<file path="config.mk">
export PLATFORM = sky130hd
export DESIGN_NAME = sgu_div
export DESIGN_NICKNAME = d
export VERILOG_FILES = /design/src/sgu_pkg.sv /design/src/sgu_div.sv
export SDC_FILE = /design/constraint.sdc
export NUM_CORES = 2
export LEC_CHECK = 0
export ABC_AREA = 1
export BUFFER_PORTS_ARGS = -buffer_cell sky130_fd_sc_hd__buf_2
export CAP_MARGIN = 20
export CORE_MARGIN = 3
export CORE_UTILIZATION = 43
export DETAILED_ROUTE_END_ITERATION = 8
export SETUP_SLACK_MARGIN = 0.02
export SYNTH_ARGS = -nofsm -noshare
export SYNTH_HDL_FRONTEND = slang
export SYNTH_SLANG_ARGS = --single-unit
</file>
<file path="constraint.sdc">
create_clock -name clock -period 24.8 [get_ports clock]
set_clock_uncertainty 0.1 [all_clocks]
set_input_delay 2.48 -clock clock [delete_from_list [all_inputs] [get_ports clock]]
set_output_delay 2.48 -clock clock [all_outputs]
set_load 0.01 [all_outputs]
</file>
<file path="src/sgu_pkg.sv">
`default_nettype none

package sgu_pkg;

   localparam int APPROX_TABLE_DEPTH_DFLT = 256;

   localparam int DATA_W     = 16;
   localparam int X_W        = 24;
   localparam int DIVIDEND_W = 40;
   localparam int DIVISOR_W  = 53;
   localparam int QUOT_W     = 16;

   localparam logic [63:0] EXP_ONE          = 64'd1 << 30;
   localparam int          EXP_SERIES_TERMS = 24;

   localparam logic [17:0] PI_Q16     = 18'd205887;
   localparam logic [14:0] INV_PI_Q16 = 15'd20861;

   localparam logic [1:0] MODE_LINEAR       = 2'd0;
   localparam logic [1:0] MODE_EXP          = 2'd1;
   localparam logic [1:0] MODE_FAST_SIGMOID = 2'd2;
   localparam logic [1:0] MODE_ARCTAN       = 2'd3;

   localparam logic [1:0] CSR_SHAPE_MODE   = 2'd0;
   localparam logic [1:0] CSR_THRESHOLD    = 2'd1;
   localparam logic [1:0] CSR_WIDTH_SCALE  = 2'd2;
   localparam logic [1:0] CSR_HEIGHT_SCALE = 2'd3;

   localparam logic [15:0] WIDTH_SCALE_RST  = 16'd4096;
   localparam logic [15:0] HEIGHT_SCALE_RST = 16'd1229;

   // {T[k] (31 bits), T[k] - T[k+1] (30 bits)}, T in Q.30
   typedef logic [60:0] exp_entry_type;

   typedef struct packed {
      logic                  use_div;
      logic [DIVIDEND_W-1:0] rem;
      logic [DIVISOR_W-1:0]  divisor;
      logic [QUOT_W-1:0]     quot;
      logic [DATA_W-1:0]     bypass;
   } div_word_type;

   // Q.30 sum of the exp series at the table step
   function automatic logic [63:0] exp_series_sum(input logic [63:0] step);
      logic [63:0] term;
      logic [63:0] sum;
      term = EXP_ONE;
      sum  = EXP_ONE;
      for (int n = 1; n < EXP_SERIES_TERMS; n++) begin
         term = ((term * step) >> 30) / 64'(n);
         sum  = sum + term;
      end
      return sum;
   endfunction

   function automatic exp_entry_type exp_entry(input logic [63:0] ratio, input int idx);
      logic [63:0] cur;
      logic [63:0] nxt;
      cur = EXP_ONE;
      for (int j = 0; j < idx; j++) begin
         cur = (cur * ratio) >> 30;
      end
      nxt = (cur * ratio) >> 30;
      return {cur[30:0], 30'(cur - nxt)};
   endfunction

endpackage

`default_nettype wire

</file>
<file path="src/sgu_div.sv">
`default_nettype none

// Restoring divider, one quotient bit per stage, elastic valid/ready chain.
module sgu_div (
   input  logic                       clock,
   input  logic                       reset,
   input  logic                       in_valid,
   output logic                       in_ready,
   input  sgu_pkg::div_word_type      in_word,
   output logic                       out_valid,
   input  logic                       out_ready,
   output logic [sgu_pkg::DATA_W-1:0] out_value
);
   import sgu_pkg::*;

   localparam int STAGES  = QUOT_W;
   localparam int SHIFT_W = DIVISOR_W + QUOT_W;

   logic         v_ff [STAGES];
   div_word_type w_ff [STAGES];
   logic [STAGES:0] rdy;

   always_comb begin
      rdy[STAGES] = out_ready;
      for (int j = STAGES - 1; j >= 0; j--) begin
         rdy[j] = !v_ff[j] || rdy[j+1];
      end
   end

   for (genvar g = 0; g < STAGES; g++) begin : g_stage
      localparam int BIT = STAGES - 1 - g;

      div_word_type        src;
      logic                src_valid;
      logic [SHIFT_W-1:0]  trial;
      logic                fits;
      div_word_type        w_in;

      if (g == 0) begin : g_first
         assign src       = in_word;
         assign src_valid = in_valid;
      end else begin : g_next
         assign src       = w_ff[g-1];
         assign src_valid = v_ff[g-1];
      end

      assign trial = SHIFT_W'(src.divisor) << BIT;
      assign fits  = {(SHIFT_W - DIVIDEND_W)'(0), src.rem} >= trial;

      always_comb begin
         w_in = src;
         if (fits) begin
            w_in.rem       = src.rem - trial[DIVIDEND_W-1:0];
            w_in.quot[BIT] = 1'b1;
         end
      end

      always_ff @(posedge clock) begin
         if (reset) begin
            v_ff[g] <= 1'b0;
         end else if (rdy[g]) begin
            v_ff[g] <= src_valid;
         end
         if (rdy[g]) begin
            w_ff[g] <= w_in;
         end
      end
   end

   assign in_ready  = rdy[0];
   assign out_valid = v_ff[STAGES-1];
   assign out_value = w_ff[STAGES-1].use_div ? w_ff[STAGES-1].quot : w_ff[STAGES-1].bypass;

endmodule

`default_nettype wire

</file>
==> results.sh <==
export IMPL_ir_drop_v=0.0000589
export IMPL_die_h_um=490
export IMPL_setup_ws_ps=15590
export IMPL_avgSynthCellArea_um2=9.99
export IMPL_reg2reg_to="w_ff[0][19]"
export IMPL_ys_top_cells_by_area="edfxtp_1 58%, nand2_1 8.4%, ha_1 6.5%"
export IMPL_wl_per_cell_um=24.3
export IMPL_synth_simple_gate_area_share_pct=18.5
export IMPL_ctsResizeCount=0
export IMPL_critical_path_startpoint_type="primary input"
export IMPL_drt_initial_drc_count=6833
export IMPL_min_path_type="reg -> reg"
export IMPL_slew_headroom_pct=23.5
export IMPL_synth_top_cell_by_area="edfxtp_1"
export IMPL_dr_pass1_iters=6
export IMPL_worst_hold_slack_ps=288
export IMPL_reg2reg_from="v_ff[1][7]"
export IMPL_finalPower_mw=7.97
export IMPL_die_area_mm2=0.240
export IMPL_grt_max_degree=74
export IMPL_grt_pass1_vias=72200
export IMPL_synthCells=10100
export IMPL_place_area_mm2=0.105
export IMPL_hold_start="w_ff[0][145]"
export IMPL_p_leak_nw=48.0
export IMPL_crit_end="in_ready"
export IMPL_num_rows=177
export IMPL_fin_area_mm2=0.112
export IMPL_worstSetupEndpointType="primary output"
export IMPL_cts_buffer_depth=3
export IMPL_dp_cells=13300
export IMPL_synthDistinctLibCells=63
export IMPL_netlist_top_cells_count="2249 x nand2_1, 1939 x edfxtp_1, 1412 x inv_1, 785 x nor2_1, 626 x a21oi_1"
export IMPL_crit_fanout=24
export IMPL_grt_usage_pct=27.1
export IMPL_num_vias=73900
export IMPL_worstSetupPathType="in -> out"
export IMPL_pre_cts_ws_ps=15540
export IMPL_root_buffer="clkbuf_16"
export IMPL_synthXorXnorAreaFrac_pct=2.92
export IMPL_port_buffers=147
export IMPL_maxCapViolations=0
export IMPL_seq_area_frac_synth_pct=57.7
export IMPL_gp_congestion=0.950
export IMPL_dp_hpwl_um=271000
export IMPL_design_core_area_mm2=0.233
export IMPL_ant_nets=0
export IMPL_grt_pass1_wl_um=483000
export IMPL_reg2reg_slack_ps=19330
export IMPL_start_util_pct=43.3
export IMPL_cts_sinks=1939
export IMPL_slew_viol_final=0
export IMPL_async_reset_ff_share_pct=0
export IMPL_clk_latency_ps=880
export IMPL_startpoint="out_ready"
export IMPL_syn_nets=10800
export IMPL_layout_drive_gt1_share_pct=6.39
export IMPL_layout_cells_non_filler=13700
export IMPL_synth_top_family_by_area="simple AND/OR/NAND/NOR gates"
export IMPL_cts_hold_buffers=0
export IMPL_status="finished, final reports clean"
export IMPL_synthMuxAreaShare_pct=0.179
export IMPL_syn_cell_area_mm2=0.101
export IMPL_fin_setup_tns_ps=0
export IMPL_post_drt_via_cell_ratio=5.41
export IMPL_antenna_found_initial=18
export IMPL_finalWirelength_um=332000
export IMPL_synth_adder_area_share_pct=6.75
export IMPL_power_density_mw_per_mm2=71.0
export IMPL_grt_ovfl_total=0
export IMPL_yosysWarnings=0
export IMPL_synth_top_cell_area_share_pct=57.7
export IMPL_fin_crit_ps=9210
export IMPL_ios=148
export IMPL_rsz0062_at_grt="no"
export IMPL_syn2layout_area_growth_pct=11.2
export IMPL_layout_nets=11000
export IMPL_hold_viol_final=0
export IMPL_cts_tree="built"
export IMPL_worstPathRequired_ps=22220
export IMPL_synth_most_common_cell="nand2_1"
export IMPL_drc=0
export IMPL_synth_compound_area_share_pct=7.69
export IMPL_synth_ff_type="edfxtp_1"
export IMPL_ys_seq_elements=1939
export IMPL_max_freq_mhz=109
export IMPL_worst_pin_slew_ps=1140
export IMPL_arrival_ps=6630
export IMPL_htreeDepth=4
export IMPL_post_route_util_pct=48.1
export IMPL_min_period_over_period_pct=37.1
export IMPL_clk_pin_slew_ps=60
export IMPL_r2r_cells=11
export IMPL_die_x_um=490
export IMPL_synth_edf_count=1939
export IMPL_post_cts_buffers=0
export IMPL_cts_buffers=207
export IMPL_setup_violations_final=0
cell families (layout without fill, tap and decap cells):
family	count (synthesis)	after routing
buffers and inverters	1571	2010
xor gates and xnor gates	336	336
and+or+nand+nor	4272	4272
DFF	1939	1939
other	0	3
AOI/OAI and AO/OA	1428	1428
adders and majority gates	535	535
muxes	16	16
per-layer routing:
| metal | wire, µm | share of wire [%] | up-vias | global-route usage, % |
|---|---|---|---|---|
| li1 | - | - | 35500 | - |
| met3 | 18700 | 5.6 | 469 | 3.95 |
| met5 | 25 | 0.0075 | - | 0 |
| met4 | 13700 | 4.1 | 4 | 10.1 |
| met2 | 159000 | 48 | 2234 | 45.4 |
| met1 | 141000 | 42 | 35700 | 35.7 |
worst min path at each step:
stage | end | slack [ps] | cells after the start
floorplan | w_ff[0][1007] | 300 | 0
global placement | w_ff[0][509] | 300 | 0
finish | w_ff[0][271] | 290 | 0
detailed placement | w_ff[0][271] | 300 | 0
CTS | w_ff[0][271] | 290 | 0
global route | w_ff[0][400] | 300 | 0
flip-flops by register name, summed over array words and instances (netlist names):
name  cells
v_ff     16
w_ff   1923
critical path, stage by stage:
cell and delay [ps]:
buf_2 150, inv_1 170, nand4_4 380, nor2_4 360, nand4_4 360, nor2_2 740, nand4_4 420, nor2_4 390
nand4_4 350, nor2_1 410, inv_6 170, buf_2 210
power by group:
part	switching [mW]	total (mW)	internal [mW]
clock	1.32	3.08	1.76
sequential	0.141	3.92	3.78
combinational	0.647	0.966	0.319
total	2.11	7.97	5.86
cells in the final DEF, fill, tap and decap left out, types with 12 or more instances in the layout:
| cell type | netlist | layout |
|---|---|---|
| edfxtp_1 | 1939 | 1939 |
| nand4_1 | 462 | 462 |
| a21boi_0 | 22 | 22 |
| nand2_2 | 15 | 15 |
| fa_1 | 15 | 15 |
| o21ai_1 | 92 | 92 |
| o21ai_0 | 480 | 480 |
| mux2_2 | 16 | 16 |
| clkinv_2 | 0 | 41 |
| o21bai_1 | 46 | 45 |
| clkinv_1 | 1 | 39 |
| a21oi_1 | 626 | 626 |
| bufinv_16 | 0 | 20 |
| o21ai_2 | 12 | 12 |
| clkbuf_16 | 0 | 208 |
| nand3_1 | 377 | 376 |
| o21a_1 | 36 | 36 |
| a21o_1 | 48 | 48 |
| inv_1 | 1412 | 1405 |
| xor2_1 | 249 | 249 |
| nor4_2 | 5 | 13 |
| ha_1 | 520 | 520 |
| nor2_1 | 785 | 785 |
| o211ai_1 | 27 | 27 |
| xnor2_1 | 87 | 87 |
| a31oi_1 | 14 | 14 |
| clkinvlp_4 | 0 | 18 |
| nand3b_1 | 29 | 29 |
| nor4_1 | 90 | 82 |
| nand3_2 | 13 | 12 |
| clkbuf_1 | 45 | 35 |
| nand2_1 | 2249 | 2246 |
| nor3_1 | 157 | 156 |
| buf_4 | 33 | 61 |
| buf_2 | 46 | 147 |
| or2_2 | 29 | 29 |
area by class of cell:
| type | instances | area [µm²] |
|---|---|---|
| multi-input cells | 6587 | 36500 |
| fillers | 21900 | 121000 |
| inverters | 1417 | 5340 |
| well taps | 3132 | 3920 |
| clock inverters | 141 | 1550 |
| flip-flops and latches | 1939 | 58200 |
| repair buffers | 209 | 1210 |
| diodes | 3 | 7.51 |
| clock buffers | 243 | 5340 |
No activity file was read; power rests on OpenSTA's default activity.
